$ cat src/sv/dvcl_pkg.sv
// package with the shared payload type and constants of the voltage circle limiter
`timescale 1ns / 1ps
package dvcl_pkg;

  // number of result bits produced by the square root and divider rows
  localparam int unsigned ROOT_BITS = 16;
  localparam int unsigned STEP_W    = 4;

  // reset value of the magnitude limit, 24.0 V in Q8.8
  localparam logic [15:0] LIMIT_RESET = 16'd6144;

  // floor(x / 3) for 17-bit x as (x * ceil(2^18 / 3)) >> 18
  localparam logic [17:0] DIV3_RECIP = 18'd87382;
  localparam int unsigned DIV3_SHIFT = 18;

  // payload that travels down the chain
  typedef struct packed {
    logic signed [15:0] vd;
    logic signed [15:0] vq;
    logic signed [15:0] vz;
    logic               lim;
    logic [15:0]        allowed;
    logic [15:0]        ad;
    logic [15:0]        aq;
    logic [31:0]        asq;
    logic [31:0]        sqd;
    logic [31:0]        sqq;
    logic [31:0]        x;
    logic [31:0]        res;
    logic [31:0]        rd;
    logic [31:0]        rq;
    logic [15:0]        qd;
    logic [15:0]        qq;
  } pkt_t;

endpackage

$ cat src/sv/dvcl_div_cell.sv
// one quotient bit of the restoring divider for both axes
`timescale 1ns / 1ps
module dvcl_div_cell (
  input  logic                        clk,
  input  logic                        rst_n,
  input  logic                        en,
  input  logic [dvcl_pkg::STEP_W-1:0] step,
  input  logic                        vld_in,
  input  dvcl_pkg::pkt_t              pkt_in,
  output logic                        vld_out,
  output dvcl_pkg::pkt_t              pkt_out
);
  import dvcl_pkg::*;

  logic        vld_r;
  pkt_t        pkt_r, pkt_nxt;
  logic [31:0] dvs;

  // divisor is the root, shifted to this quotient bit
  always_comb begin
    dvs     = {16'd0, pkt_in.res[15:0]} << step;
    pkt_nxt = pkt_in;
    if (pkt_in.rd >= dvs) begin
      pkt_nxt.rd       = pkt_in.rd - dvs;
      pkt_nxt.qd[step] = 1'b1;
    end
    if (pkt_in.rq >= dvs) begin
      pkt_nxt.rq       = pkt_in.rq - dvs;
      pkt_nxt.qq[step] = 1'b1;
    end
  end

  always_ff @(posedge clk) begin
    if (!rst_n) begin
      vld_r <= 1'b0;
    end else if (en) begin
      vld_r <= vld_in;
    end
  end

  always_ff @(posedge clk) begin
    if (en) begin
      pkt_r <= pkt_nxt;
    end
  end

  assign vld_out = vld_r;
  assign pkt_out = pkt_r;
endmodule

$ cat config.mk
export PLATFORM = sky130hd
export DESIGN_NAME = dvcl_div_cell
export DESIGN_NICKNAME = d
export VERILOG_FILES = /design/src/sv/dvcl_pkg.sv /design/src/sv/dvcl_div_cell.sv
export SDC_FILE = /design/constraint.sdc
export NUM_CORES = 1
export LEC_CHECK = 0
export ABC_AREA = 1
export BUFFER_PORTS_ARGS = -buffer_cell sky130_fd_sc_hd__buf_4
export CAP_MARGIN = 20
export CORE_AREA = 2 2 280 282
export CTS_CLUSTER_SIZE = 14
export DETAILED_ROUTE_END_ITERATION = 8
export DIE_AREA = 0 0 282 284
export PLACE_DENSITY = 0.49
export SYNTH_ARGS = -nofsm -noshare
export SYNTH_HDL_FRONTEND = slang
export SYNTH_SLANG_ARGS = --single-unit
$ cat constraint.sdc
create_clock -name clk -period 7.01 [get_ports clk]
set_input_delay 1.402 -clock clk [delete_from_list [all_inputs] [get_ports clk]]
set_output_delay 1.402 -clock clk [all_outputs]
set_load 0.01 [all_outputs]
==> impl_metrics.py <==
metrics = {
    "yosys": {
        "yosysUniqueCellTypes": 38,
        "synth_seq_cells": 354,
        "avgSynthCellArea_um2": 9.61,
        "netlist_area_um2": 17700,
        "ys_warn_count": 0,
        "synth_area_leader_cell": "edfxtp_1",
        "synth_top_area_share_pct": 60.0,
        "synth_fp_nets": 2265,
        "synthCells": 1840,
        "seq_area_frac_synth_pct": 60.1,
        "ys_top_cells_by_area": "edfxtp_1, nand2_1, inv_1, ha_1, nand3_1",
    },
    "sta": {
        "setup_viol_count_final": 0,
        "min_period_over_period_pct": 78.8,
        "slew_violations": 0,
        "fmax_mhz": 181,
        "relSlewSlack_pct": 40.4,
        "finalSetupTns_ns": 0,
        "finalWorstSetupSlack_ns": 1.48,
        "skew_ns": 0,
        "rsz0062_at_grt": "false",
        "period_needed_ns": 5.53,
        "worst_slew_pin_slew_ns": 0.894,
        "hold_violations": 0,
    },
    "drt": {
        "drc": 0,
        "antenna_left": 0,
        "drt_iter0_drc": 1309,
        "avgRoutedWirePerCell_um": 26.8,
        "routed_via_density": 4.36,
        "routed_wl_um": 98100,
        "drt_pass1_iterations": 6,
        "vias": 15968,
    },
    "final_layout": {
        "final_layout_size_suffix_gt1_share_pct": 32.7,
        "num-fill-cells": 8037,
        "final_cell_mix": "buf_4, nand2_1, edfxtp_1",
        "areaGrowthSynthToFinish_pct": 45.4,
        "nets": 3003,
        "mostFrequentLayoutCell": "buf_4",
    },
    "cts": {
        "htreeDepth": 2,
        "cts_tree": "built",
        "numCtsBuffers": 44,
        "cts_sinks": 354,
        "cts_root_buf": "clkbuf_16",
        "clkTransAtPathRegs_ns": 0.06,
        "ctsResizeCount": 0,
        "hold_buffers": 0,
        "postCtsSetupBuffers": 0,
        "clk_path_buf_depth": 3,
        "clk_latency_ns": 0.57,
    },
    "global_route": {
        "antenna_found_initial": 30,
        "grt_pass1_vias": 15676,
        "grt_pass1_wl_um": 130000,
        "grt-ovfl-total": 0,
        "grt_max_degree": 142,
        "track_usage_pct": 23.6,
    },
    "place": {
        "place_congestion": 0.915,
        "place_ws_ns": 0.944,
        "portBuffers": 714,
        "hpwl_um": 82000,
    },
    "critical_path": {
        "critPathRequiredTime_ns": 7.33,
        "end_kind": "register",
        "path_common_cell": "nand2_1",
        "path_cells": "buf_4, inv_1, nand2_1, o21ai_0, nand2_1, o21ai_0, mux2i_1, ha_1, nand2_1, nor2_1, inv_1, nor3_2, nand2_2, nand2_4, inv_2, nand2_1, nand2_1",
        "worstSetupPathType": "primary input to register",
        "worstPathArrival_ns": 5.84,
        "slowest_stage": "o21ai_0",
        "slowest_delay_ns": 0.56,
        "cp_top_family": "simple AND/OR/NAND/NOR gates",
        "start_kind": "primary input",
        "crit_fanout": 50,
        "cp_num_buf_inv": 4,
    },
    "power": {
        "cellLeakagePower_nw": 12.3,
        "ir_drop_uv": 140,
        "cellPowerDensity_nw_per_um2": 255,
    },
    "die": {
        "die_h_um": 284,
        "std_cell_rows": 102,
        "die_w_um": 282,
        "core_area_um2": 77000,
        "initial_core_util_pct": 23.0,
        "die_area_um2": 80100,
        "io-pin-count": 715,
    },
    "job": {
        "maxCapViolCount": 0,
    },
    "worst_hold_path": {
        "hold_path_class": "register to register",
    },
    "outcome": {
        "outcome": "finished, final reports clean",
    },
}
==> state kept, by name, indices dropped and copies added, names as in the netlist <==
name,flops
vld_out,1
pkt_out,353
==> area by class of cell <==
cell class | instances | area (um^2) | share of cell area, %
multi-input combinational | 1167 | 5790 | 22.5
inverter | 292 | 1100 | 4.26
clock buffer | 59 | 1260 | 4.90
antenna | 6 | 15.0 | 0.0584
tap | 1040 | 1300 | 5.06
sequential | 354 | 10600 | 41.3
clock inverter | 23 | 190 | 0.740
timing repair buffer | 719 | 5430 | 21.1
==> synthesized netlist by cell type <==
cell type	n
and2_1	7
o21a_1	1
o22ai_1	1
nor3_1	13
fa_1	2
a211oi_1	1
clkinv_1	1
xor2_1	28
o21ai_0	47
nand2_4	2
a21oi_2	1
inv_1	282
mux2i_1	3
a21o_1	32
a22oi_1	8
or2_2	9
buf_12	2
nor2_1	101
nand4_1	12
nand2_2	32
buf_6	2
nor3_2	2
inv_2	9
edfxtp_1	353
nor2_4	6
dfxtp_1	1
buf_2	16
nand3_2	2
a21oi_1	34
nor2_2	3
clkbuf_1	4
nand3b_1	7
nand3_1	84
a31oi_1	1
nand2_1	662
o21bai_1	4
ha_1	62
buf_1	3
==> metal layers <==
layer	routed length, um	share of wire, %	global-route usage [%]	vias up
li1	-	-	-	7474
met1	39500	40	29.4	7654
met2	46100	47	38.9	660
met3	9210	9.4	7.23	144
met4	3070	3.1	7.10	36
met5	236	0.24	0	-
==> cell families (layout without fill, tap and decap cells) <==
logic type,after synthesis,after routing,synth area share [%]
compound gates,130,130,4.37
xor+xnor,28,28,1.39
fa+ha+maj,64,64,4.62
buf+inv,319,1093,7.16
flops,354,354,60.1
mux,3,3,0.170
other cells,0,6,0
simple gates,942,942,22.2
==> worst min-delay path, stage by stage (launching register included) <==
cell     delay, ns
dfxtp_1       0.32
o21ai_0       0.16
a21oi_1       0.04
==> power by group <==
part	internal, mW	total, mW	switching, mW
Combinational	0.622	1.58	0.957
Clock	1.34	2.31	0.971
Sequential	2.58	2.68	0.0926
Total	4.54	6.56	2.02
==> path summary, 6_finish.rpt <==
path | from | end | slack [ns] | cells after the start
max reg2reg | vld_out | vld_out | 6.33 | 2
min reg2reg | vld_out | vld_out | 0.56 | 2
max | step[1] | pkt_out[71] | 1.48 | 17
min | vld_out | vld_out | 0.56 | 2
==> stage by stage <==
stage                     hold WS (ns)  cells  utilization (%)  total power, mW  instance area (um^2)
after floorplan                  0.555   1840                -             3.39                 17700
final                            0.563   3660             33.4             6.56                 25700
after CTS                        0.566   3654             33.4             6.67                 25700
after global placement           0.523   3572             31.5             4.32                 24200
after detailed placement         0.556   3572             31.5             4.31                 24200
after global routing             0.600   3654             33.4             6.86                 25700
Power figures use the tool's default switching activity.
