[config.mk]
export PLATFORM = sky130hd
export DESIGN_NAME = dvcl_sqrt_cell
export DESIGN_NICKNAME = d
export VERILOG_FILES = /design/src/sv/dvcl_pkg.sv /design/src/sv/dvcl_sqrt_cell.sv
export SDC_FILE = /design/constraint.sdc
export NUM_CORES = 1
export LEC_CHECK = 0
export ABC_AREA = 0
export BUFFER_PORTS_ARGS = -buffer_cell sky130_fd_sc_hd__buf_2
export CAP_MARGIN = 20
export CORE_AREA = 2 2 275 277
export CTS_BUF_LIST = sky130_fd_sc_hd__clkbuf_16
export CTS_CLUSTER_DIAMETER = 60
export DETAILED_ROUTE_END_ITERATION = 8
export DIE_AREA = 0 0 277 279
export GPL_TIMING_DRIVEN = 0
export PLACE_DENSITY_LB_ADDON = 0.12
export SETUP_SLACK_MARGIN = 0.2
export SYNTH_ARGS = -nofsm -noshare
export SYNTH_HDL_FRONTEND = slang
export SYNTH_SLANG_ARGS = --single-unit
export TNS_END_PERCENT = 20
[constraint.sdc]
create_clock -name clk -period 6.1 [get_ports clk]
set_input_delay 1.22 -clock clk [delete_from_list [all_inputs] [get_ports clk]]
set_output_delay 1.22 -clock clk [all_outputs]
set_load 0.1 [all_outputs]
[src/sv/dvcl_pkg.sv]
// package with the shared payload type and constants of the voltage circle limiter
`timescale 1ns / 1ps
package dvcl_pkg;

  // number of result bits produced by the square root and divider rows
  localparam int unsigned ROOT_BITS = 16;
  localparam int unsigned STEP_W    = 4;

  // reset value of the magnitude limit, 24.0 V in Q8.8
  localparam logic [15:0] LIMIT_RESET = 16'd6144;

  // floor(x / 3) for 17-bit x as (x * ceil(2^18 / 3)) >> 18
  localparam logic [17:0] DIV3_RECIP = 18'd87382;
  localparam int unsigned DIV3_SHIFT = 18;

  // payload that travels down the chain
  typedef struct packed {
    logic signed [15:0] vd;
    logic signed [15:0] vq;
    logic signed [15:0] vz;
    logic               lim;
    logic [15:0]        allowed;
    logic [15:0]        ad;
    logic [15:0]        aq;
    logic [31:0]        asq;
    logic [31:0]        sqd;
    logic [31:0]        sqq;
    logic [31:0]        x;
    logic [31:0]        res;
    logic [31:0]        rd;
    logic [31:0]        rq;
    logic [15:0]        qd;
    logic [15:0]        qq;
  } pkt_t;

endpackage

[src/sv/dvcl_sqrt_cell.sv]
// one bit of the digit-by-digit integer square root
`timescale 1ns / 1ps
module dvcl_sqrt_cell (
  input  logic                        clk,
  input  logic                        rst_n,
  input  logic                        en,
  input  logic [dvcl_pkg::STEP_W-1:0] step,
  input  logic                        vld_in,
  input  dvcl_pkg::pkt_t              pkt_in,
  output logic                        vld_out,
  output dvcl_pkg::pkt_t              pkt_out
);
  import dvcl_pkg::*;

  logic        vld_r;
  pkt_t        pkt_r, pkt_nxt;
  logic [31:0] bit_val;
  logic [31:0] trial;

  // try the next root bit against the remainder
  always_comb begin
    bit_val = 32'd1 << {step, 1'b0};
    trial   = pkt_in.res + bit_val;
    pkt_nxt = pkt_in;
    if (pkt_in.x >= trial) begin
      pkt_nxt.x   = pkt_in.x - trial;
      pkt_nxt.res = (pkt_in.res >> 1) + bit_val;
    end else begin
      pkt_nxt.res = pkt_in.res >> 1;
    end
  end

  always_ff @(posedge clk) begin
    if (!rst_n) begin
      vld_r <= 1'b0;
    end else if (en) begin
      vld_r <= vld_in;
    end
  end

  always_ff @(posedge clk) begin
    if (en) begin
      pkt_r <= pkt_nxt;
    end
  end

  assign vld_out = vld_r;
  assign pkt_out = pkt_r;
endmodule

==> metrics.yaml <==
cts:
  hold_buffers: 0
  clk_path_buf_depth: 3
  numCtsBuffers: 48
  root_buffer: "clkbuf_16"
  clk_latency_ns: 0.57
  clkSinkCount: 354
  clk_pin_slew_ns: 0.06
  htree_levels: 2
  tritoncts: "done"
floorplanning:
  coreArea_um2: 74070
  dieArea_um2: 77280
  die_x_um: 277
  rows: 100
  initial_utilization_pct: 20.42
  io_pins: 715
  dieHeight_um: 279
logic_synthesis:
  synth-seq-cells: 354
  synth_nets: 1454
  syn_inst: 1030
  synth_top_area_share_pct: 70.09
  async_reset_ff_share_pct: 0
  synth_area_um2: 15120
  avgSynthCellArea_um2: 14.68
  post-synth-top-area-cell: "edfxtp_1"
  ys_top_cells_by_area: "edfxtp_1, ha_1, xor2_1, nand2_1, xnor2_1"
  synth_flop_cell: "edfxtp_1"
  synth_seq_area_share_pct: 70.22
  yosysWarnings: 0
  yosys.cell_types.count: 61
  synth_edf_count: 353
placement:
  pre_cts_ws_ns: -1.910
  dp_hpwl_um: 59440
  port_buffers: 713
  place_congestion: 0.8569
  dpl.cell_count: 2715
  post_dp_cell_area_um2: 20010
route:
  avgRoutedWirePerCell_um: 25.69
  ant_nets: 0
  wirelength_um: 72900
  num_vias: 12173
  first_pass_iters: 7
  drtIter0Drc: 730
  drc_errors: 0
  via_per_inst: 4.289
global_route:
  grt_max_degree: 113
  grt_pass1_vias: 12161
  antenna_found_initial: 47
  grt-ovfl-total: 0
  grt_pass1_wl_um: 97180
  gr-usage-all-layers_pct: 17.99
layout:
  nets: 2243
  fillers: 7731
  drive_above_1_share_pct: 47.71
  design_area_um2: 22160
  fin_cells: 2838
  multi_input_area_um2: 4619
  register_area_um2: 10620
  syn2layout_area_growth_pct: 46.48
setup_path:
  cp-end-kind: "flop"
  worstSetupPathType: "in -> reg"
  worstPathRequired_ns: 6.41
  cp-start-kind: "input port"
  path_max_fanout: 8
  arrival_ns: 6.08
timing:
  layout_setup_ws_ns: 0.3278
  slew_headroom_pct: 51.96
  skew_ns: 0
  finalSetupViolCount: 0
  hold_slack_ns: 0.5372
  grt_setup_unrepaired: "yes"
  slew_viol_final: 0
  period_needed_ns: 5.772
  finalCritPeriodShare_pct: 94.63
  tightest_slew_ns: 0.7207
  max_freq_ghz: 0.1732
  hold_viol: 0
power_and_ir_drop:
  fin_total_pwr_uw: 8362
  powerDensity_nw_per_um2: 377.4
  leakagePower_uw: 0.009269
  vdd_drop_max_mv: 0.1685
min_path:
  hold_path_class: "reg -> reg"
outcome:
  status: "finished clean"
run:
  cap_violations: 0
## worst max-delay path: stages
cell,delay [ns]
buf_8,0.12
nor4_4,0.39
ha_2,0.28
ha_4,0.18
nor2_4,0.04
o31a_1,0.33
o211ai_1,0.26
o211ai_1,0.23
o21ai_2,0.24
nor4_1,0.07
nor4_1,0.30
o21ai_1,0.13
xor2_1,0.24
ha_1,0.31
nor2b_4,0.15
a2111oi_4,0.40
nand3_2,0.12
a211oi_2,0.21
a311o_2,0.25
buf_12,0.18
buf_12,0.14
a21oi_2,0.04
a21oi_1,0.11
nand3_1,0.10
## sequential cells by signal, indices dropped and copies added (netlist names)
signal	count
pkt_out	353
vld_out	1
## report_power, final
part / internal [uW] / leakage [uW] / total (uW) / switching, uW
sequential: 2930 / 0.00346 / 2990 / 60.1
combinational: 461 / 0.00501 / 2640 / 2180
clock: 1580 / 0.000796 / 2730 / 1150
total: 4980 / 0.00927 / 8360 / 3390
## cells in the mapped netlist, types with 11 or more instances
cell,instances
a211oi_1,11
inv_1,20
a21o_1,21
xnor2_1,38
ha_1,62
o21ai_0,64
nor2_1,49
a31oi_1,25
xor2_1,45
edfxtp_1,353
nand2b_1,16
nand2_1,96
nor2b_1,13
a21oi_1,43
nor3_1,14
## cells in the final DEF (no fill, tap or decap), types with 5 or more instances in the layout
master	synthesis	routed
buf_2	8	711
edfxtp_1	353	353
nand2_1	96	94
ha_1	62	56
o21ai_0	64	54
clkbuf_16	0	49
nor2_1	49	48
xor2_1	45	45
a21oi_1	43	40
xnor2_1	38	38
inv_1	20	32
buf_4	1	27
a31oi_1	25	24
a21o_1	21	21
nand2b_1	16	13
nor3_1	14	12
nor2b_1	13	12
o21ai_1	8	12
diode_2	0	10
nand4_1	10	10
o31ai_1	10	8
o21ai_2	2	8
clkinv_1	0	8
nand3_1	9	7
o211ai_1	7	7
a211oi_1	11	7
o21a_1	7	7
o21bai_1	7	7
and2_1	6	6
or3_1	7	6
and4_1	5	5
clkinv_2	0	5
## metrics by stage
step / setup TNS [ns] / util (%)
final: 0 / 29.91
after global routing: 0 / 29.88
after CTS: 0 / 29.51
after detailed placement: -104.49 / 27.01
after global placement: -730.32 / 26.88
after floorplan: 0 / -
## routing by layer
metal | up-vias | part of all wire (%) | GRT usage [%]
li1 | 5565 | - | -
met2 | 468 | 50 | 31.85
met5 | - | 0.32 | 0
met1 | 5979 | 38 | 20.58
met3 | 121 | 9.4 | 7.104
met4 | 40 | 2.1 | 3.344
## path summary, 6_finish.rpt
kind	from	endpoint	slack, ns	cells past startpoint
hold / removal	vld_out	vld_out	0.54	2
hold reg to reg	vld_out	vld_out	0.54	2
setup reg to reg	vld_out	vld_out	5.49	2
setup / recovery	step[0]	pkt_out[159]	0.33	24
## kinds of logic (layout without fill, tap and decap cells)
kind of cell,Yosys count,in the layout,share of synthesized area (%)
other cells,0,10,0
compound gates,235,235,10.18
flops,354,354,70.22
xor+xnor,83,83,4.806
fa+ha+maj,67,67,5.559
simple gates,246,246,7.793
mux,5,5,0.3640
buf+inv,40,869,1.084
## area by class of cell
class                           count  area share, %
Sequential cell                   354          47.94
Clock buffer                       48          5.422
Antenna cell                       10         0.1129
Buffer                             20         0.8019
Tap cell                          969          5.472
Multi-Input combinational cell    636          20.85
Timing Repair Buffer              739          17.52
Clock inverter                     42          1.542
Inverter                           20         0.3388
## timing repair
| action | in CTS | in global routing |
|---|---|---|
| cloned | 0 | 1 |
| setup endpoints to repair | 64 | 64 |
| gates resized for setup | 63 | 37 |
| pin swaps | 12 | 29 |
| buffers inserted | 8 | 14 |
No activity file was read; power rests on OpenSTA's default activity.
