`src/sv/dvcl_pkg.sv`:
```
// package with the shared payload type and constants of the voltage circle limiter
`timescale 1ns / 1ps
package dvcl_pkg;

  // number of result bits produced by the square root and divider rows
  localparam int unsigned ROOT_BITS = 16;
  localparam int unsigned STEP_W    = 4;

  // reset value of the magnitude limit, 24.0 V in Q8.8
  localparam logic [15:0] LIMIT_RESET = 16'd6144;

  // floor(x / 3) for 17-bit x as (x * ceil(2^18 / 3)) >> 18
  localparam logic [17:0] DIV3_RECIP = 18'd87382;
  localparam int unsigned DIV3_SHIFT = 18;

  // payload that travels down the chain
  typedef struct packed {
    logic signed [15:0] vd;
    logic signed [15:0] vq;
    logic signed [15:0] vz;
    logic               lim;
    logic [15:0]        allowed;
    logic [15:0]        ad;
    logic [15:0]        aq;
    logic [31:0]        asq;
    logic [31:0]        sqd;
    logic [31:0]        sqq;
    logic [31:0]        x;
    logic [31:0]        res;
    logic [31:0]        rd;
    logic [31:0]        rq;
    logic [15:0]        qd;
    logic [15:0]        qq;
  } pkt_t;

endpackage

```
`src/sv/dvcl_prep.sv`:
```
// front stages: allowed magnitude, squares, limit decision and scaled numerators
`timescale 1ns / 1ps
module dvcl_prep (
  input  logic               clk,
  input  logic               rst_n,
  input  logic               en,
  input  logic               vld_in,
  input  logic signed [15:0] vd,
  input  logic signed [15:0] vq,
  input  logic signed [15:0] vz,
  input  logic [15:0]        bus_voltage,
  input  logic [15:0]        mag_limit,
  output logic               vld_out,
  output dvcl_pkg::pkt_t     pkt_out
);
  import dvcl_pkg::*;

  logic [2:0]  vld_r;
  pkt_t        s0_r, s1_r, s2_r;
  pkt_t        s0_nxt, s1_nxt, s2_nxt;
  logic [34:0] third_prod;
  logic [16:0] third;
  logic [31:0] sum;

  // stage 0: two thirds of bus voltage, clamp to limit, magnitudes
  always_comb begin
    s0_nxt     = '0;
    s0_nxt.vd  = vd;
    s0_nxt.vq  = vq;
    s0_nxt.vz  = vz;
    third_prod = 35'({bus_voltage, 1'b0}) * 35'(DIV3_RECIP);
    third      = third_prod[DIV3_SHIFT +: 17];
    s0_nxt.allowed = (third > 17'(mag_limit)) ? mag_limit : third[15:0];
    s0_nxt.ad  = vd[15] ? 16'(-17'(vd)) : 16'(vd);
    s0_nxt.aq  = vq[15] ? 16'(-17'(vq)) : 16'(vq);
  end

  // stage 1: squares
  always_comb begin
    s1_nxt     = s0_r;
    s1_nxt.sqd = 32'(s0_r.ad) * 32'(s0_r.ad);
    s1_nxt.sqq = 32'(s0_r.aq) * 32'(s0_r.aq);
    s1_nxt.asq = 32'(s0_r.allowed) * 32'(s0_r.allowed);
  end

  // stage 2: sum of squares, strict compare, numerators for the divider
  always_comb begin
    sum        = s1_r.sqd + s1_r.sqq;
    s2_nxt     = s1_r;
    s2_nxt.lim = s1_r.asq < sum;
    s2_nxt.x   = sum;
    s2_nxt.res = '0;
    s2_nxt.rd  = 32'(s1_r.ad) * 32'(s1_r.allowed);
    s2_nxt.rq  = 32'(s1_r.aq) * 32'(s1_r.allowed);
    s2_nxt.qd  = '0;
    s2_nxt.qq  = '0;
  end

  // valid bits
  always_ff @(posedge clk) begin
    if (!rst_n) begin
      vld_r <= '0;
    end else if (en) begin
      vld_r <= {vld_r[1:0], vld_in};
    end
  end

  // payload
  always_ff @(posedge clk) begin
    if (en) begin
      s0_r <= s0_nxt;
      s1_r <= s1_nxt;
      s2_r <= s2_nxt;
    end
  end

  assign vld_out = vld_r[2];
  assign pkt_out = s2_r;
endmodule

```
`config.mk`:
```
export PLATFORM = sky130hd
export DESIGN_NAME = dvcl_prep
export DESIGN_NICKNAME = d
export VERILOG_FILES = /design/src/sv/dvcl_pkg.sv /design/src/sv/dvcl_prep.sv
export SDC_FILE = /design/constraint.sdc
export NUM_CORES = 2
export LEC_CHECK = 0
export BUFFER_PORTS_ARGS = -buffer_cell sky130_fd_sc_hd__buf_2
export CAP_MARGIN = 20
export CORE_MARGIN = 2
export CORE_UTILIZATION = 35
export DETAILED_ROUTE_END_ITERATION = 8
export SLEW_MARGIN = 5
export SYNTH_ARGS = -nofsm -noshare
export SYNTH_HDL_FRONTEND = slang
export SYNTH_SLANG_ARGS = --single-unit
```
`constraint.sdc`:
```
create_clock -name clk -period 6.39 [get_ports clk]
set_input_delay 0 -clock clk [delete_from_list [all_inputs] [get_ports clk]]
set_output_delay 0 -clock clk [all_outputs]
set_load 0.01 [all_outputs]
```
==> key figures <==
Clock network
  • Htree depth: 3
  • Clock input transition at the sequential cells of the worst setup and hold paths: about 0.060 ns
  • Number of buffers created by CTS: 73
  • Root cell of the clock tree: sky130_fd_sc_hd__clkbuf_16
  • Clock tree sinks: 562
  • Bufs on Longest Clock Path: 3
  • Clock insertion delay at the later pin of the skew report: 0.70 ns
  • CTS tree: done

GRT
  • Pin count of the biggest net entering global routing: 185
  • Antenna violations before repair: 13
  • Overall track demand over capacity in global routing: a little under a fifth
  • Wire length of the first global-routing pass: 269 mm
  • Vias in the first global route: 47600
  • Overflow left after global routing: 0

Route
  • Number of search-and-repair iterations in the first detailed-routing pass: 5
  • Highest metal layer with signal wires: met4
  • Wire length the detailed router placed on met1: 70.4 mm
  • Sum of met3 wire segment lengths after detailed routing: 7.97 mm
  • Vias per cell: between 4 and 5
  • Met2 WL: 86.4 mm
  • Average wire length per cell after detail routing: 18.6 um
  • Total detailed-routing wirelength: 172 mm
  • Remaining number of nets flagged by the antenna check after routing: 0
  • Initial detailed-routing violation count: 2543
  • Number of DRC violations after detailed routing: 0
  • Detailed-route via count: 44000

STA
  • Clock Skew: 0.0379 ns
  • Setup repair after global routing missed its margin: yes
  • Fin crit period: 6.21 ns
  • Worst slew margin: 31.9%
  • Final cycle utilization of the critical path: 97.2%
  • Hold Fails Final Rpt: 0
  • Max Clock Freq: about 160 MHz
  • Number of pins with negative max-slew slack in the final report: 0
  • Number of endpoints failing setup at the final stage: 0
  • Worst-margin pin slew: 1.02 ns

Floorplan
  • Starting utilization of the core area: a little over a third
  • Die area: 186000 um2
  • Standard-cell row count: between 150 and 200
  • Die height: 431 um
  • Floorplan die width: between 400 and 500 um
  • Core region area: 181000 um2
  • I/O pin cnt: 438

Logic synthesis
  • Async set-or-reset flop fraction in the synthesized netlist: 0%
  • Sequential cell area fraction in the yosys report: 26.4%
  • Warning count from the yosys run: 0
  • Mean cell area of the mapped netlist: 10.6 um2
  • Leading post-synthesis cells by instance count: sky130_fd_sc_hd__inv_1 (1400), sky130_fd_sc_hd__fa_1 (956), sky130_fd_sc_hd__ha_1 (714), sky130_fd_sc_hd__nand2_1 (603), sky130_fd_sc_hd__edfxtp_1 (559)
  • Most instantiated library cell after synthesis: sky130_fd_sc_hd__inv_1
  • Most frequently used flop master after synthesis: sky130_fd_sc_hd__edfxtp_1
  • Number of enable flip-flop cells after synthesis: between 500 and 600
  • Number of instances in the synthesized netlist: 6009
  • Largest cells by area after synthesis: sky130_fd_sc_hd__fa_1 (30%), sky130_fd_sc_hd__edfxtp_1 (26%), sky130_fd_sc_hd__ha_1 (14%), sky130_fd_sc_hd__inv_1 (8.2%), sky130_fd_sc_hd__nand2_1 (3.5%)
  • Fraction of synthesized cell area taken by the top area cell type: 30.0%
  • Summed instance area of the synthesized netlist: approximately 64000 um2
  • FF+latch count, synth: around 560
  • Library cell occupying the most area in the post-synthesis netlist: sky130_fd_sc_hd__fa_1
  • Post-synthesis cell type count: 84

Critical path
  • Biggest fanout along the worst timing path: 5
  • Worst setup path class: reg -> reg
  • Crit path required time: roughly 7 ns
  • Signal arrival time at the worst endpoint: 6.76 ns
  • Setup crit end kind: flop
  • Nature of the critical path startpoint: flop

Finish
  • Synth-to-layout area growth: 17.9%
  • Total area of multi-input combinational cells: 41200 um2
  • Share of final-layout standard cells stronger than drive strength 1: 15.4%
  • Fill cell count: 17400
  • Final core utilization: 41.6%
  • NumNets Final: approximately 8600
  • Sequential cell area: 16800 um2

Placed design
  • DP Wirelength: 142 mm
  • Last weighted congestion value of the routability-driven placer: about 0.89
  • # port buffers: 370

Hold path
  • Type of the worst min-delay path: in -> reg

Outcome
  • Result of the run: finished clean

Job
  • Max-cap violation count: 0
[final cells by class]
cell class              instances  area share (%)
well taps                    2370            3.94
inverters                    1400            6.99
diodes                          1         0.00333
clock buffers                  87            2.56
clock inverters                46           0.607
flip-flops and latches        562            22.4
repair buffers                903            8.66
multi-input cells            3892            54.8
[kinds of logic after synthesis]
logic type / after synthesis / synth area share (%)
and+or+nand+nor: 1334 / 10.1
adders and majority gates: 1670 / 44.0
AOI/OAI and AO/OA: 564 / 5.90
DFF: 562 / 26.4
xor gates and xnor gates: 240 / 3.30
buffers and inverters: 1621 / 9.96
other: 1 / 0.00588
muxes: 17 / 0.294
[metrics by stage]
stage	cell area, um2	setup TNS (ns)	cells	worst slack [ns]	hold slack [ns]
2_1_floorplan	64000	0	6075	0.0444	0.0989
3_3_place_gp	71100	-4.93	9001	-0.379	0.177
3_5_place_dp	71100	-4.42	9001	-0.348	0.178
4_1_cts	74400	0	9218	0.000849	0.00112
5_1_grt	75200	-0.208	9260	-0.0530	0.0220
6_report	75200	0	9261	0.181	0.0568
[critical path, stage by stage, from the launching register on]
cell and delay [ns]:
sky130_fd_sc_hd__edfxtp_1 0.49, sky130_fd_sc_hd__buf_4 0.20, sky130_fd_sc_hd__buf_4 0.15, sky130_fd_sc_hd__and2_1 0.20
sky130_fd_sc_hd__fa_1 0.48, sky130_fd_sc_hd__fa_1 0.52, sky130_fd_sc_hd__inv_1 0.06, sky130_fd_sc_hd__fa_1 0.48
sky130_fd_sc_hd__fa_1 0.56, sky130_fd_sc_hd__fa_1 0.43, sky130_fd_sc_hd__fa_1 0.49, sky130_fd_sc_hd__inv_1 0.04
sky130_fd_sc_hd__ha_1 0.34, sky130_fd_sc_hd__a21o_1 0.18, sky130_fd_sc_hd__a21oi_1 0.15, sky130_fd_sc_hd__nor2b_1 0.08
sky130_fd_sc_hd__nor4_1 0.19, sky130_fd_sc_hd__o211ai_1 0.27, sky130_fd_sc_hd__and3_1 0.24, sky130_fd_sc_hd__or4_1 0.47
sky130_fd_sc_hd__nand3_1 0.08
[path summary, 6_finish.rpt]
| check | from | end | slack, ns | depth (start not counted) |
|---|---|---|---|---|
| setup / recovery | s0_r[262]$_DFFE_PP_ | s1_r[189]$_DFFE_PP_ | 0.18 | 20 |
| hold / removal | vz[12] | s0_r[317]$_DFFE_PP_ | 0.06 | 2 |
| setup reg to reg | s0_r[262]$_DFFE_PP_ | s1_r[189]$_DFFE_PP_ | 0.18 | 20 |
| hold reg to reg | s1_r[313]$_DFFE_PP_ | pkt_out[313]$_DFFE_PP_ | 0.41 | 0 |
[layer usage]
metal | track usage [%] | up-vias
li1 | - | 20400
met1 | 23.3 | 22300
met2 | 33.1 | 1032
met3 | 2.58 | 276
met4 | 6.83 | 0
met5 | 0 | -
[layout by cell type (no fill, tap or decap), types with 8 or more instances in the layout]
cell type,instances
sky130_fd_sc_hd__o31ai_1,13
sky130_fd_sc_hd__buf_12,29
sky130_fd_sc_hd__nand4_1,33
sky130_fd_sc_hd__nor2_1,132
sky130_fd_sc_hd__buf_2,369
sky130_fd_sc_hd__a211oi_1,11
sky130_fd_sc_hd__fa_1,950
sky130_fd_sc_hd__inv_1,1397
sky130_fd_sc_hd__a21o_1,102
sky130_fd_sc_hd__clkbuf_1,12
sky130_fd_sc_hd__nor2_2,8
sky130_fd_sc_hd__nor2b_1,36
sky130_fd_sc_hd__dlygate4sd3_1,81
sky130_fd_sc_hd__edfxtp_1,559
sky130_fd_sc_hd__and3_1,18
sky130_fd_sc_hd__o21bai_1,25
sky130_fd_sc_hd__a31oi_1,16
sky130_fd_sc_hd__o21ai_1,15
sky130_fd_sc_hd__clkbuf_16,78
sky130_fd_sc_hd__o21a_1,24
sky130_fd_sc_hd__ha_1,707
sky130_fd_sc_hd__conb_1,67
sky130_fd_sc_hd__buf_6,9
sky130_fd_sc_hd__nand2b_1,18
sky130_fd_sc_hd__a21oi_1,167
sky130_fd_sc_hd__or3_1,13
sky130_fd_sc_hd__nand2_1,597
sky130_fd_sc_hd__mux2_2,14
sky130_fd_sc_hd__clkinv_1,13
sky130_fd_sc_hd__or2_2,14
sky130_fd_sc_hd__xnor2_1,157
sky130_fd_sc_hd__o211ai_1,22
sky130_fd_sc_hd__o21ai_0,69
sky130_fd_sc_hd__nor3_1,35
sky130_fd_sc_hd__a21oi_2,13
sky130_fd_sc_hd__and2_1,351
sky130_fd_sc_hd__clkinv_2,8
sky130_fd_sc_hd__nand3_1,41
sky130_fd_sc_hd__buf_4,411
sky130_fd_sc_hd__xor2_1,82
[state kept, by name (all words and copies together) (netlist names)]
register	count
s1_r	184
vld_r	3
pkt_out	281
s0_r	94
[timing repair]
item	4_1_cts	5_1_grt
resized for setup	3	106
gates cloned	0	3
endpoints found under the hold margin	167	0
pin swaps	2	43
setup endpoints to repair	10	67
hold buffers	81	0
setup buffers	3	39
Power is not shown: default switching activity piles up to over one toggle a cycle in this logic, so the estimate is an artifact.
